File: src/hw/rtl/hfp_pkg.sv
// Shared types, state encodings and constants of the haptic force to PWM divider block.
package hfp_pkg;

  // Top-level sequencing of one sample.
  typedef enum logic [1:0] {
    ST_IDLE,
    ST_CALC,
    ST_PEND
  } hfp_state_t;

  // Steps of the serial duty engine.
  typedef enum logic [2:0] {
    DS_IDLE,
    DS_MULP,
    DS_DIV100,
    DS_DECIDE,
    DS_MULS,
    DS_DIVS,
    DS_FINISH
  } hfp_dstate_t;

  // Register indexes on the configuration port.
  localparam logic [2:0] REG_DIVIDER_M        = 3'd0;
  localparam logic [2:0] REG_DIVIDER_N        = 3'd1;
  localparam logic [2:0] REG_DIVIDER_D_BASE   = 3'd2;
  localparam logic [2:0] REG_FORCE_GAIN       = 3'd3;
  localparam logic [2:0] REG_STRENGTH_PERCENT = 3'd4;
  localparam logic [2:0] REG_MIN_STRENGTH     = 3'd5;

  // Register reset values.
  localparam logic [15:0] DIVIDER_M_RST        = 16'd1;
  localparam logic [15:0] DIVIDER_N_RST        = 16'd580;
  localparam logic [15:0] DIVIDER_D_BASE_RST   = 16'd290;
  localparam logic [15:0] FORCE_GAIN_RST       = 16'd1160;
  localparam logic [6:0]  STRENGTH_PERCENT_RST = 7'd100;
  localparam logic [15:0] MIN_STRENGTH_RST     = 16'd0;

  // Sample format checks.
  localparam logic [4:0] DEPTH_BYTE = 5'd8;
  localparam logic [4:0] DEPTH_WORD = 5'd16;
  localparam logic [7:0] COUNT_BYTE = 8'd1;
  localparam logic [7:0] COUNT_WORD = 8'd2;

  localparam logic signed [7:0] FORCE_TOP = 8'sd127;
  localparam logic [15:0] PERCENT_DIV = 16'd100;

  // Last value of the step counter in each serial phase.
  localparam logic [4:0] MULP_LAST = 5'd7;
  localparam logic [4:0] MULS_LAST = 5'd15;
  localparam logic [4:0] DIV_LAST  = 5'd16;

  typedef struct packed {
    logic [15:0] divider_n;
    logic [15:0] min_strength;
    logic [15:0] divider_d_base;
    logic [15:0] force_gain;
    logic [6:0]  strength_percent;
  } hfp_cfg_t;

  typedef struct packed {
    logic        done;
    logic [15:0] duty;
  } hfp_duty_t;

  // Packed so that status lands in the lowest bit of the result data.
  typedef struct packed {
    logic [15:0] n_word;
    logic [15:0] d_word;
    logic [15:0] m_word;
    logic        regs_written;
    logic        clock_on;
    logic        amp_on;
    logic        status;
  } hfp_result_t;

endpackage

File: src/hw/rtl/hfp_duty.sv
// Serial duty engine: shift-add multipliers and a shared restoring divider.
module hfp_duty (
  input  logic                  clk,
  input  logic                  rst_n,
  input  logic                  start,
  input  logic signed [7:0]     frc_in,
  input  hfp_pkg::hfp_cfg_t     cfg,
  output hfp_pkg::hfp_duty_t    res
);

  hfp_pkg::hfp_dstate_t state_r, state_nxt;
  logic [4:0]  cnt_r, cnt_nxt;
  logic        pos_r, pos_nxt;
  logic        neg_r, neg_nxt;
  logic [15:0] pa_r, pa_nxt;
  logic [7:0]  pl_r, pl_nxt;
  logic [16:0] ma_r, ma_nxt;
  logic [15:0] ml_r, ml_nxt;
  logic [16:0] mc_r, mc_nxt;
  logic [15:0] rem_r, rem_nxt;
  logic [16:0] dq_r, dq_nxt;
  logic [15:0] dv_r, dv_nxt;
  logic        qneg_r, qneg_nxt;
  logic [15:0] duty_r, duty_nxt;

  logic [16:0] psum;
  logic [17:0] msum;
  logic [16:0] ma_step;
  logic [15:0] ml_step;
  logic [16:0] trial;
  logic [17:0] diff;
  logic        ge;
  logic [15:0] rem_step;
  logic [16:0] dq_step;
  logic [16:0] q_signed;
  logic [7:0]  frc_mag;

  logic [19:0]        fmag;
  logic signed [19:0] n_s, mn_s, s_s, fd_s, tp_s, tn_s, tnc_s, sm_s, smag_s, tm_s;
  logic               sat;

  // One step of each shift-add multiplier: add, then shift the pair right.
  assign psum    = {1'b0, pa_r} + (pl_r[0] ? {1'b0, cfg.force_gain} : 17'd0);
  assign msum    = {1'b0, ma_r} + (ml_r[0] ? {1'b0, mc_r} : 18'd0);
  assign ma_step = msum[17:1];
  assign ml_step = {msum[0], ml_r[15:1]};

  // One restoring division step; quotient bits enter at the bottom of dq.
  assign trial    = {rem_r, dq_r[16]};
  assign diff     = {1'b0, trial} - {2'b00, dv_r};
  assign ge       = ~diff[17];
  assign rem_step = ge ? diff[15:0] : trial[15:0];
  assign dq_step  = {dq_r[15:0], ge};
  assign q_signed = qneg_r ? (17'd0 - dq_step) : dq_step;

  assign frc_mag = frc_in[7] ? (8'd0 - frc_in) : frc_in;

  // Decision arithmetic once the force product and scaled N are known.
  always_comb begin
    n_s    = $signed({4'b0000, cfg.divider_n});
    mn_s   = $signed({4'b0000, cfg.min_strength});
    s_s    = $signed({3'b000, dq_r});
    fmag   = {4'b0000, pa_r} + {19'd0, |pl_r};
    // Floor of a negative product over 256 rounds its magnitude up.
    fd_s   = neg_r ? -$signed(fmag) : $signed({4'b0000, pa_r});
    tp_s   = n_s - $signed({4'b0000, pa_r});
    tn_s   = fd_s + $signed({4'b0000, cfg.divider_d_base});
    tnc_s  = ((n_s - tn_s) > s_s) ? (n_s - s_s) : tn_s;
    sat    = (tp_s < mn_s) || (cfg.divider_n == cfg.min_strength);
    sm_s   = s_s - mn_s;
    smag_s = sm_s[19] ? -sm_s : sm_s;
    tm_s   = tp_s - mn_s;
  end

  always_comb begin
    state_nxt = state_r;
    case (state_r)
      hfp_pkg::DS_IDLE: begin
        if (start) state_nxt = hfp_pkg::DS_MULP;
      end
      hfp_pkg::DS_MULP: begin
        if (cnt_r == hfp_pkg::MULP_LAST) state_nxt = hfp_pkg::DS_DIV100;
      end
      hfp_pkg::DS_DIV100: begin
        if (cnt_r == hfp_pkg::DIV_LAST) state_nxt = hfp_pkg::DS_DECIDE;
      end
      hfp_pkg::DS_DECIDE: begin
        if (pos_r && !sat) state_nxt = hfp_pkg::DS_MULS;
        else state_nxt = hfp_pkg::DS_FINISH;
      end
      hfp_pkg::DS_MULS: begin
        if (cnt_r == hfp_pkg::MULS_LAST) state_nxt = hfp_pkg::DS_DIVS;
      end
      hfp_pkg::DS_DIVS: begin
        if (cnt_r == hfp_pkg::DIV_LAST) state_nxt = hfp_pkg::DS_FINISH;
      end
      hfp_pkg::DS_FINISH: begin
        state_nxt = hfp_pkg::DS_IDLE;
      end
      default: begin
        state_nxt = hfp_pkg::DS_IDLE;
      end
    endcase
  end

  always_comb begin
    cnt_nxt  = cnt_r;
    pos_nxt  = pos_r;
    neg_nxt  = neg_r;
    pa_nxt   = pa_r;
    pl_nxt   = pl_r;
    ma_nxt   = ma_r;
    ml_nxt   = ml_r;
    mc_nxt   = mc_r;
    rem_nxt  = rem_r;
    dq_nxt   = dq_r;
    dv_nxt   = dv_r;
    qneg_nxt = qneg_r;
    duty_nxt = duty_r;
    case (state_r)
      hfp_pkg::DS_IDLE: begin
        if (start) begin
          pos_nxt = (frc_in > 8'sd0);
          neg_nxt = frc_in[7];
          pa_nxt  = 16'd0;
          pl_nxt  = frc_mag;
          ma_nxt  = 17'd0;
          ml_nxt  = {9'd0, cfg.strength_percent};
          mc_nxt  = {1'b0, cfg.divider_n};
          cnt_nxt = 5'd0;
        end
      end
      hfp_pkg::DS_MULP: begin
        pa_nxt = psum[16:1];
        pl_nxt = {psum[0], pl_r[7:1]};
        ma_nxt = ma_step;
        ml_nxt = ml_step;
        if (cnt_r == hfp_pkg::MULP_LAST) begin
          // N times strength sits in {ma, ml[15:8]}; it is below 2^17 * 100.
          cnt_nxt = 5'd0;
          rem_nxt = {8'd0, ma_step[16:9]};
          dq_nxt  = {ma_step[8:0], ml_step[15:8]};
          dv_nxt  = hfp_pkg::PERCENT_DIV;
        end else begin
          cnt_nxt = cnt_r + 5'd1;
        end
      end
      hfp_pkg::DS_DIV100, hfp_pkg::DS_DIVS: begin
        rem_nxt = rem_step;
        dq_nxt  = dq_step;
        if (cnt_r == hfp_pkg::DIV_LAST) begin
          cnt_nxt = 5'd0;
          if (state_r == hfp_pkg::DS_DIVS) duty_nxt = q_signed[15:0] + cfg.min_strength;
        end else begin
          cnt_nxt = cnt_r + 5'd1;
        end
      end
      hfp_pkg::DS_DECIDE: begin
        if (!pos_r) begin
          duty_nxt = tnc_s[15:0];
        end else if (sat) begin
          duty_nxt = cfg.min_strength;
        end else begin
          ma_nxt   = 17'd0;
          ml_nxt   = tm_s[15:0];
          mc_nxt   = smag_s[16:0];
          qneg_nxt = sm_s[19];
          dv_nxt   = cfg.divider_n - cfg.min_strength;
          cnt_nxt  = 5'd0;
        end
      end
      hfp_pkg::DS_MULS: begin
        ma_nxt = ma_step;
        ml_nxt = ml_step;
        if (cnt_r == hfp_pkg::MULS_LAST) begin
          // The 33-bit product is below divisor * 2^17, so 17 steps suffice.
          cnt_nxt = 5'd0;
          rem_nxt = ma_step[16:1];
          dq_nxt  = {ma_step[0], ml_step};
        end else begin
          cnt_nxt = cnt_r + 5'd1;
        end
      end
      default: begin
        cnt_nxt = cnt_r;
      end
    endcase
  end

  always_comb begin
    res.done = (state_r == hfp_pkg::DS_FINISH);
    res.duty = duty_r;
  end

  always_ff @(posedge clk) begin
    if (!rst_n) begin
      state_r <= hfp_pkg::DS_IDLE;
      cnt_r   <= 5'd0;
    end else begin
      state_r <= state_nxt;
      cnt_r   <= cnt_nxt;
    end
  end

  always_ff @(posedge clk) begin
    pos_r  <= pos_nxt;
    neg_r  <= neg_nxt;
    pa_r   <= pa_nxt;
    pl_r   <= pl_nxt;
    ma_r   <= ma_nxt;
    ml_r   <= ml_nxt;
    mc_r   <= mc_nxt;
    rem_r  <= rem_nxt;
    dq_r   <= dq_nxt;
    dv_r   <= dv_nxt;
    qneg_r <= qneg_nxt;
    duty_r <= duty_nxt;
  end

endmodule

File: src/hw/rtl/haptic_force_to_pwm_mnd.sv
// A rejected, zero or unchanged sample goes from its transfer straight to the pending state;
// a sample needing new words first runs through the serial engine: an 8-step shift-add
// multiply, a 17-step restoring divide by 100, and, for a positive mirrored force that does
// not saturate, a 16-step multiply and a second 17-step divide.
// One sample is in work at a time; a new one is taken while the previous result waits.
// Reset (synchronous, active low) restores the register defaults and turns amplifier and clock off.
module haptic_force_to_pwm_mnd #(
  parameter int COUNTER_WIDTH = 16
) (
  input  logic        clk,
  input  logic        rst_n,
  input  logic        in_tvalid,
  output logic        in_tready,
  input  logic [31:0] in_tdata,   // sample_value[15:0], bit_depth[20:16], byte_count[28:21]
  output logic        out_tvalid,
  input  logic        out_tready,
  output logic [55:0] out_tdata,  // status[0], amp_on[1], clock_on[2], regs_written[3],
                                  // m_word[19:4], d_word[35:20], n_word[51:36]
  input  logic        cfg_psel,
  input  logic        cfg_penable,
  input  logic        cfg_pwrite,
  input  logic [4:0]  cfg_paddr,
  input  logic [31:0] cfg_pwdata,
  output logic [31:0] cfg_prdata,
  output logic        cfg_pready
);

  localparam int OUT_BITS = (COUNTER_WIDTH < 16) ? COUNTER_WIDTH : 16;
  localparam logic [15:0] WORD_MASK = 16'((64'd1 << OUT_BITS) - 64'd1);

  logic [15:0] div_m_r, div_m_nxt;
  logic [15:0] div_n_r, div_n_nxt;
  logic [15:0] div_d_r, div_d_nxt;
  logic [15:0] gain_r, gain_nxt;
  logic [6:0]  pct_r, pct_nxt;
  logic [15:0] min_r, min_nxt;

  hfp_pkg::hfp_state_t  state_r, state_nxt;
  logic                 amp_r, amp_nxt;
  logic                 clk_on_r, clk_on_nxt;
  logic signed [7:0]    prev_r, prev_nxt;
  hfp_pkg::hfp_result_t res_r, res_nxt;
  hfp_pkg::hfp_result_t out_r, out_nxt;
  logic                 out_valid_r, out_valid_nxt;

  hfp_pkg::hfp_cfg_t    eng_cfg;
  hfp_pkg::hfp_duty_t   eng_res;
  logic                 eng_start;
  logic                 load_out;
  logic                 slot_free;
  logic                 in_fire;
  logic                 cfg_wr;
  logic [2:0]           cfg_idx;

  logic [15:0]       sample;
  logic [4:0]        depth;
  logic [7:0]        count;
  logic              ok8, ok16, bad;
  logic signed [7:0] frc, refl;
  logic              raw_zero, need_calc;

  assign sample = in_tdata[15:0];
  assign depth  = in_tdata[20:16];
  assign count  = in_tdata[28:21];

  assign ok8      = (depth == hfp_pkg::DEPTH_BYTE) && (count == hfp_pkg::COUNT_BYTE);
  assign ok16     = (depth == hfp_pkg::DEPTH_WORD) && (count == hfp_pkg::COUNT_WORD);
  assign bad      = !ok8 && !ok16;
  assign frc      = ok16 ? sample[15:8] : sample[7:0];
  assign raw_zero = (frc == 8'sd0);
  // A positive force is mirrored so that full force gives the shortest duty.
  assign refl      = (frc > 8'sd0) ? (hfp_pkg::FORCE_TOP - frc) : frc;
  assign need_calc = !bad && !raw_zero && (refl != prev_r);

  assign in_fire   = in_tvalid && in_tready;
  assign slot_free = !out_valid_r || out_tready;

  assign cfg_wr  = cfg_psel && cfg_penable && cfg_pwrite;
  assign cfg_idx = cfg_paddr[4:2];

  always_comb begin
    eng_cfg.divider_n        = div_n_r;
    eng_cfg.min_strength     = min_r;
    eng_cfg.divider_d_base   = div_d_r;
    eng_cfg.force_gain       = gain_r;
    eng_cfg.strength_percent = pct_r;
  end

  hfp_duty u_duty (
    .clk    (clk),
    .rst_n  (rst_n),
    .start  (eng_start),
    .frc_in (refl),
    .cfg    (eng_cfg),
    .res    (eng_res)
  );

  // Register file.
  always_comb begin
    div_m_nxt = div_m_r;
    div_n_nxt = div_n_r;
    div_d_nxt = div_d_r;
    gain_nxt  = gain_r;
    pct_nxt   = pct_r;
    min_nxt   = min_r;
    if (cfg_wr) begin
      case (cfg_idx)
        hfp_pkg::REG_DIVIDER_M:        div_m_nxt = cfg_pwdata[15:0];
        hfp_pkg::REG_DIVIDER_N:        div_n_nxt = cfg_pwdata[15:0];
        hfp_pkg::REG_DIVIDER_D_BASE:   div_d_nxt = cfg_pwdata[15:0];
        hfp_pkg::REG_FORCE_GAIN:       gain_nxt  = cfg_pwdata[15:0];
        hfp_pkg::REG_STRENGTH_PERCENT: pct_nxt   = cfg_pwdata[6:0];
        hfp_pkg::REG_MIN_STRENGTH:     min_nxt   = cfg_pwdata[15:0];
        default:                       div_m_nxt = div_m_r;
      endcase
    end
  end

  always_comb begin
    case (cfg_idx)
      hfp_pkg::REG_DIVIDER_M:        cfg_prdata = {16'd0, div_m_r};
      hfp_pkg::REG_DIVIDER_N:        cfg_prdata = {16'd0, div_n_r};
      hfp_pkg::REG_DIVIDER_D_BASE:   cfg_prdata = {16'd0, div_d_r};
      hfp_pkg::REG_FORCE_GAIN:       cfg_prdata = {16'd0, gain_r};
      hfp_pkg::REG_STRENGTH_PERCENT: cfg_prdata = {25'd0, pct_r};
      hfp_pkg::REG_MIN_STRENGTH:     cfg_prdata = {16'd0, min_r};
      default:                       cfg_prdata = 32'd0;
    endcase
  end

  assign cfg_pready = 1'b1;

  // Next state.
  always_comb begin
    state_nxt = state_r;
    case (state_r)
      hfp_pkg::ST_IDLE: begin
        if (in_fire) state_nxt = need_calc ? hfp_pkg::ST_CALC : hfp_pkg::ST_PEND;
      end
      hfp_pkg::ST_CALC: begin
        if (eng_res.done) state_nxt = hfp_pkg::ST_PEND;
      end
      hfp_pkg::ST_PEND: begin
        if (slot_free) state_nxt = hfp_pkg::ST_IDLE;
      end
      default: begin
        state_nxt = hfp_pkg::ST_IDLE;
      end
    endcase
  end

  // Control outputs.
  always_comb begin
    in_tready = (state_r == hfp_pkg::ST_IDLE);
    eng_start = in_fire && need_calc;
    load_out  = (state_r == hfp_pkg::ST_PEND) && slot_free;
  end

  // Held state and the result path.
  always_comb begin
    amp_nxt       = amp_r;
    clk_on_nxt    = clk_on_r;
    prev_nxt      = prev_r;
    res_nxt       = res_r;
    out_nxt       = out_r;
    out_valid_nxt = out_valid_r;

    if (in_fire) begin
      if (!bad && raw_zero) begin
        amp_nxt    = 1'b0;
        clk_on_nxt = 1'b0;
        prev_nxt   = 8'sd0;
      end else if (need_calc) begin
        amp_nxt    = 1'b1;
        clk_on_nxt = 1'b1;
        prev_nxt   = refl;
      end
      res_nxt.status       = bad;
      res_nxt.amp_on       = amp_nxt;
      res_nxt.clock_on     = clk_on_nxt;
      res_nxt.regs_written = 1'b0;
      res_nxt.m_word       = 16'd0;
      res_nxt.d_word       = 16'd0;
      res_nxt.n_word       = 16'd0;
    end

    if ((state_r == hfp_pkg::ST_CALC) && eng_res.done) begin
      res_nxt.regs_written = 1'b1;
      res_nxt.m_word       = div_m_r & WORD_MASK;
      res_nxt.d_word       = ~{eng_res.duty[14:0], 1'b0} & WORD_MASK;
      res_nxt.n_word       = ~(div_n_r - div_m_r) & WORD_MASK;
    end

    if (load_out) begin
      out_nxt       = res_r;
      out_valid_nxt = 1'b1;
    end else if (out_tready) begin
      out_valid_nxt = 1'b0;
    end
  end

  assign out_tvalid = out_valid_r;
  assign out_tdata  = {4'd0, out_r};

  always_ff @(posedge clk) begin
    if (!rst_n) begin
      state_r     <= hfp_pkg::ST_IDLE;
      amp_r       <= 1'b0;
      clk_on_r    <= 1'b0;
      prev_r      <= 8'sd0;
      out_valid_r <= 1'b0;
      div_m_r     <= hfp_pkg::DIVIDER_M_RST;
      div_n_r     <= hfp_pkg::DIVIDER_N_RST;
      div_d_r     <= hfp_pkg::DIVIDER_D_BASE_RST;
      gain_r      <= hfp_pkg::FORCE_GAIN_RST;
      pct_r       <= hfp_pkg::STRENGTH_PERCENT_RST;
      min_r       <= hfp_pkg::MIN_STRENGTH_RST;
    end else begin
      state_r     <= state_nxt;
      amp_r       <= amp_nxt;
      clk_on_r    <= clk_on_nxt;
      prev_r      <= prev_nxt;
      out_valid_r <= out_valid_nxt;
      div_m_r     <= div_m_nxt;
      div_n_r     <= div_n_nxt;
      div_d_r     <= div_d_nxt;
      gain_r      <= gain_nxt;
      pct_r       <= pct_nxt;
      min_r       <= min_nxt;
    end
  end

  always_ff @(posedge clk) begin
    res_r <= res_nxt;
    out_r <= out_nxt;
  end

`ifndef SYNTH
  a_words_zero: assert property (@(posedge clk) disable iff (!rst_n)
    out_valid_r && !out_r.regs_written |->
      out_r.m_word == 16'd0 && out_r.d_word == 16'd0 && out_r.n_word == 16'd0)
    else $error("divider words not cleared on a result without a write");

  a_fail_no_write: assert property (@(posedge clk) disable iff (!rst_n)
    out_valid_r && out_r.status |-> !out_r.regs_written)
    else $error("failed sample reports written divider words");

  a_write_enables: assert property (@(posedge clk) disable iff (!rst_n)
    out_valid_r && out_r.regs_written |-> out_r.amp_on && out_r.clock_on)
    else $error("written divider words without amplifier and clock on");

  a_done_in_calc: assert property (@(posedge clk) disable iff (!rst_n)
    eng_res.done |-> state_r == hfp_pkg::ST_CALC)
    else $error("duty engine finished outside the calculation state");

  a_start_calc: assert property (@(posedge clk) disable iff (!rst_n)
    eng_start |=> state_r == hfp_pkg::ST_CALC)
    else $error("duty engine started without entering the calculation state");
`endif

endmodule
File: config.mk
export PLATFORM = sky130hd
export DESIGN_NAME = haptic_force_to_pwm_mnd
export DESIGN_NICKNAME = d
export VERILOG_FILES = /design/src/hw/rtl/hfp_pkg.sv /design/src/hw/rtl/hfp_duty.sv /design/src/hw/rtl/haptic_force_to_pwm_mnd.sv
export SDC_FILE = /design/constraint.sdc
export NUM_CORES = 1
export LEC_CHECK = 0
export BUFFER_PORTS_ARGS = -buffer_cell sky130_fd_sc_hd__buf_4
export CAP_MARGIN = 20
export CORE_MARGIN = 5
export CORE_UTILIZATION = 60
export CTS_CLUSTER_DIAMETER = 150
export DETAILED_ROUTE_END_ITERATION = 8
export HOLD_SLACK_MARGIN = 0.03
export PLACE_DENSITY_LB_ADDON = 0.3
export SLEW_MARGIN = 20
export SYNTH_ARGS = -nofsm -noshare
export SYNTH_HDL_FRONTEND = slang
export SYNTH_SLANG_ARGS = --single-unit
File: constraint.sdc
create_clock -name clk -period 8.82 [get_ports clk]
set_input_delay 0 -clock clk [delete_from_list [all_inputs] [get_ports clk]]
set_output_delay 0 -clock clk [all_outputs]
set_load 0.1 [all_outputs]
* Yosys cells after proc, flatten, opt, wreduce, memory -nomap -nowiden
Cells that the tools add are included.
** Word-level totals
- Register bits after elaboration :: 353
- Output and inout port bits :: 91
** Cells by class
- Equality and inequality tests :: 35
- Bitwise operators :: 4
- Reductions and logical operators :: 56
- Magnitude comparators :: 4
- Add/subtract/negate cells :: 19
- Mux-type cells :: 71
** Operator list (number)
- $mux 16 :: 11
- $mux 17 :: 10
- $pmux 17 s3 :: 2
- $pmux 16 s3 :: 2
- $pmux 16 s6 :: 1
- $mux 15 :: 6
- $pmux 16 s2 :: 2
- $mux 52 :: 1
- $mux 49 :: 1
- $mux 8 :: 6
- $sub 16x16->16 :: 3
- $sub 17x16->18 :: 2
- $pmux 17 s2 :: 1
- $not 16->16 :: 2
- $mux 5 :: 6
- $pmux 15 s2 :: 1
- $pmux 5 s5 :: 1
- $add 20x17->20 :: 1
- $gt 20x18->1 :: 1
- $mux 20 :: 1
- $neg 20->20 :: 1
- $reduce_and 4->1 :: 5
- $sub 17x20->20 :: 1
- $add 17x18->18 :: 1
- other kinds (48) :: 120

* Longest topological paths before layout
- Word-level depth :: 11
- Mapped depth :: 40

* Hierarchy
A second synthesis with hierarchy kept.
** Unflattened totals
- Cell total of the unflattened synthesis :: 2894
- Area total of the unflattened synthesis :: 25773.5 um^2
** Modules (own cells, without submodules)
- hfp_duty :: area an instance 16560.9 um^2, instances 1, cells an instance 1996
- haptic_force_to_pwm_mnd :: area an instance 9212.6 um^2, instances 1, cells an instance 898

* Worst setup path before layout
OpenSTA, ideal clock, no wires.
- Path kind :: register -> register
- Start point :: reg u_duty.pl_r[0]
- End point :: reg u_duty.duty_r[7], data pin
- Clock period less this slack :: 7.623 ns
- Data required time :: 8.652 ns
- Cell stages (with the launch flop) :: 37
- Path slack :: 1.197 ns
- Arrival :: 7.455 ns
- Cells stage by stage :: edfxtp_1 -> nor4_1 -> nand2_1 -> ha_1 -> ha_1 -> inv_1 -> ha_1 -> nor2_1 -> a311oi_1 -> a311o_1 -> xnor2_1 -> ha_1 -> o211ai_1 -> a21oi_1 -> nor2b_1 -> xor2_1 -> ha_1 -> or3_4 -> or2_2 -> a41o_1 -> maj3_1 -> o211ai_1 -> nand3_1 -> maj3_1 -> maj3_1 -> xor2_1 -> ha_1 -> nor2b_1 -> o21ai_0 -> o211ai_1 -> a21oi_1 -> a311o_1 -> inv_1 -> o221ai_2 -> o21ai_4 -> mux2_4 -> a221oi_2
** Between the ends
- Cells in the longest elaborated chain, start to end :: 10
** RTL lines
- start: declaration :: RTL line hfp_duty.sv:16 : logic [7:0] pl_r, pl_nxt;
- start signal: assignment :: RTL line hfp_duty.sv:209 : pl_r <= pl_nxt;
- $reduce_or 8->1 (*) :: RTL line hfp_duty.sv:63 : fmag = {4'b0000, pa_r} + {19'd0, |pl_r};
- $add 16x1->17 (*) :: RTL line hfp_duty.sv:63
- $neg 20->20 (*) :: RTL line hfp_duty.sv:65 : fd_s = neg_r ? -$signed(fmag) : $signed({4'b0000, pa_r});
- $mux 20 (*) :: RTL line hfp_duty.sv:65
- $add 20x17->20 (*) :: RTL line hfp_duty.sv:67 : tn_s = fd_s + $signed({4'b0000, cfg.divider_d_base});
- $sub 17x20->20 :: RTL line hfp_duty.sv:68 : tnc_s = ((n_s - tn_s) > s_s) ? (n_s - s_s) : tn_s;
- $gt 20x18->1 :: RTL line hfp_duty.sv:68
- $mux 15 (*) :: RTL line hfp_duty.sv:68
- $mux 15 (*) :: RTL line hfp_duty.sv:159 : if (!pos_r) begin
- $pmux 15 s2 (*) :: RTL line hfp_duty.sv:120 : case (state_r)
- named net u_duty.duty_nxt[7] :: RTL line hfp_duty.sv:24 : logic [15:0] duty_r, duty_nxt;
- end signal: assignment :: RTL line hfp_duty.sv:217 : duty_r <= duty_nxt;
- end: declaration :: RTL line hfp_duty.sv:24
Mark *: on every way through the listed nets, which the timed path passes. The rest lies on a longest branch.
A chain may end at the register's enable or synchronous reset.

* Final worst setup path
- Start point :: reg u_duty.pl_r[5]
- End point :: reg u_duty.duty_r[7], data pin
Same word-level chain as after synthesis.

==> flow_summary.yaml <==
worst_setup_path:
  crit_type: "reg -> reg"
  crit_fanout: 19
  critPathMaxStageDelay_ns: 0.39
  cp_slowest_cell: "edfxtp_1"
  cp.arrival_ns: 8.73
  cpLargestDelayFamily: "compound AO/OA/AOI/OAI gates"
  cp-endpoint: "u_duty.duty_r[7]"
  r2r_cells: 37
  reg2reg_slack_ns: 0.52
  critPathCaptureType: "flip-flop"
  crit_start: "u_duty.pl_r[5]"
  critPathBufInv: 2
  reg2reg_to: "u_duty.duty_r[7]"
  cp.required_ns: 9.25
  r2r-start: "u_duty.pl_r[5]"
  crit_cells: 37
  critPathLaunchType: "flip-flop"
timing:
  setup_tns_ns: 0
  max_slew.worst_pin.slew_ns: 1.15
  finalHoldViolations: 0
  setup_ws_ns: 0.523
  clock-skew-final_ns: 0.0348
  slew_violations: 0
  fmax_mhz: 121
  setup_viol: 0
  min_period_over_period_pct: 94.1
  period_minus_slack_ns: 8.30
  rsz0062_at_grt: "false"
  slew_headroom_pct: 22.7
synthesis:
  synth_edf_count: 244
  ys_async_sr_fraction_pct: 0
  synth_area_sq_um: 25000
  ys_seq_area_share_pct: 38.0
  yosysWarnings: 0
  synth-seq-cells: 353
  synth_cell_types: 98
  synth_cells: 2758
  synthFlopType: "edfxtp_1"
  avgSynthCellArea_sq_um: 9.07
place:
  port_buffers: 124
  preCtsSetupSlack_ns: 0.241
  place.gp.congestion: 1.01
  dp_hpwl_um: 62900
clock_tree:
  clkLatencyLatePin_ns: 0.59
  cts_tree: "yes"
  cts_made_buffers: 41
  cts_max_level: 2
  cts.clk_slew.worst_paths_ns: 0.07
  cts-root-buf: "clkbuf_16"
  cts.path.max_buffers: 3
  cts.sinks: 353
hold_path:
  hold_path.class: "in -> reg"
finish:
  n_antenna_cell: 0
  synthToLayoutAreaGrowth_pct: 13.3
  drive_gt1_share_pct: 10.9
  nFillCells: 3109
  final_common_cell: "nand2_1"
  nNetsFinal: 3195
  post-route-util_pct: 69.1
  final_cell_mix: "nand2_1, edfxtp_1, nor2_1, ha_1, a21oi_1"
power_and_ir_drop:
  p_sw_w: 0.00102
  switching_share_pct: 25.6
  vdd_drop_max_v: 0.000130
  pwr-share-comb_pct: 9.3
  p_int_w: 0.00297
  power_frac_clock_pct: 45.7
  leakagePower_nw: 11.3
  seq_power_share_pct: 45.0
  p_per_area_nw_per_um2: 141
route:
  wl_per_cell_um: 23.9
  first_iter_violations: 2696
  first_pass_iters: 6
  num_vias: 22100
  ant_nets: 0
  wirelength_um: 82800
  drc: 0
  viasPerCell: 6.38
floorplan:
  die_h_um: 214
  io_pins: 167
  start_util_pct: 61.0
  rows: 74
  core_sq_um: 41000
  die_area_sq_um: 45900
  die_w_um: 214
grt:
  grt_max_degree: 85
  grt_pass1_wl_um: 124000
  grt_remaining_overflow: 0
  track_usage_pct: 34.6
  antenna_found_initial: 2
  grt_pass1_vias: 21000
flow_run:
  cap_violations: 0
run_status:
  status: "finished clean"
cell usage after synthesis, types with 10 or more instances:
cell type / number / share of area [%]
nand2_1: 321 / 4.8
edfxtp_1: 244 / 29
nor2_1: 243 / 3.6
ha_1: 211 / 11
a21oi_1: 188 / 3.8
inv_1: 161 / 2.4
o21ai_0: 161 / 3.2
xnor2_1: 143 / 5.0
dfxtp_1: 109 / 8.7
clkbuf_1: 83 / 1.2
nand3_1: 65 / 1.3
xor2_1: 64 / 2.2
nor3_1: 55 / 1.1
a21o_1: 49 / 1.5
and2_1: 49 / 1.2
nand2b_1: 39 / 0.98
mux2i_1: 37 / 1.5
a31oi_1: 32 / 0.80
o21a_1: 31 / 0.93
nor2b_1: 29 / 0.73
or3_1: 25 / 0.63
o22ai_1: 24 / 0.60
nand4_1: 23 / 0.58
buf_4: 22 / 0.66
and3_1: 18 / 0.45
a22oi_1: 17 / 0.51
o211ai_1: 17 / 0.51
a21boi_0: 16 / 0.48
nor4_1: 16 / 0.40
a221o_1: 15 / 0.60
o31ai_1: 13 / 0.39
fa_1: 12 / 0.96
mux2_2: 12 / 0.54
o21bai_1: 11 / 0.33
o221ai_1: 10 / 0.35
or2_2: 10 / 0.25
tightest hold or removal path: cells and delay by family:
family,cells,cell delay [ns]
XOR/XNOR,1,0.21
buffers and inverters,1,0.09
multiplexers,1,0.22
AND/OR/NAND/NOR,1,0.07
AO/OA/AOI/OAI,1,0.07
worst min path at each step:
stage,slack (ns),end,from,cells past startpoint
6_report,0.14,prev_r[2],in_tdata[10],5
3_5_place_dp,0.28,gain_r[10],cfg_pwdata[10],3
5_1_grt,0.16,prev_r[2],in_tdata[10],5
2_1_floorplan,0.12,div_d_r[5],cfg_pwdata[5],2
4_1_cts,0.10,min_r[3],cfg_pwrite,5
3_3_place_gp,0.28,gain_r[10],cfg_pwdata[10],3
through the flow:
step / total power, W / hold WS [ns] / cell area (sq um) / cells
3_3_place_gp: 0.00218 / 0.278 / 26500 / 3350
3_5_place_dp: 0.00219 / 0.276 / 26500 / 3350
4_1_cts: 0.00400 / 0.103 / 28300 / 3459
5_1_grt: 0.00409 / 0.165 / 28400 / 3461
6_report: 0.00400 / 0.138 / 28400 / 3461
2_1_floorplan: 0.00210 / 0.124 / 25100 / 2777
state kept, by name, summed over array words and instances (netlist names), 2 cells and up:
name / cells
out_tdata: 52
res_r: 52
u_duty.dq_r: 17
u_duty.ma_r: 17
u_duty.mc_r: 17
div_d_r: 16
div_m_r: 16
div_n_r: 16
gain_r: 16
min_r: 16
u_duty.dv_r: 16
u_duty.ml_r: 16
u_duty.pa_r: 16
u_duty.rem_r: 16
u_duty.duty_r: 15
prev_r: 8
u_duty.pl_r: 8
pct_r: 7
u_duty.cnt_r: 5
u_duty.state_r: 3
state_r: 2
timing repair:
item | CTS | global route
resized for setup | 0 | 8
hold buffers | 33 | 0
endpoints found under the hold margin | 110 | 0
setup buffers | 0 | 2
endpoints found under the setup margin | 0 | 15
layout make-up:
type | instances | area (sq um) | share of cell area [%]
inverters | 163 | 612 | 2.16
clock inverters | 25 | 312 | 1.10
flip-flops and latches | 353 | 9510 | 33.5
clock buffers | 51 | 1150 | 4.05
repair buffers | 199 | 1590 | 5.60
multi-input cells | 2138 | 14500 | 51.2
well taps | 532 | 666 | 2.35
routing by layer:
layer / vias to the layer above / track usage, % / part of all wire, %
li1: 10200 / - / -
met5: - / 0 / 0.016
met4: 2 / 18.3 / 6.4
met2: 1132 / 54.6 / 45
met1: 10500 / 45.2 / 39
met3: 255 / 7.16 / 10
logic make-up (layout without fill, tap and decap cells):
logic type	after synthesis	in the layout	synth area share, %
other	2	21	0.0300
AND/OR/NAND/NOR	933	933	17.4
buffers and inverters	286	438	4.72
AO/OA/AOI/OAI	688	688	17.9
XOR/XNOR	208	208	7.31
adder cells (fa/ha/maj)	229	229	11.8
flip-flops	353	353	38.0
multiplexers	59	59	2.89
power groups by stage:
stage,clock (W),combinational [W],sequential (W)
floorplan,0,0.000194,0.00191
global placement,0,0.000348,0.00183
detailed placement,0,0.000353,0.00183
CTS,0.00183,0.000365,0.00180
global route,0.00190,0.000388,0.00180
finish,0.00183,0.000371,0.00180
Note: power is estimated with default switching activity, not from simulation.
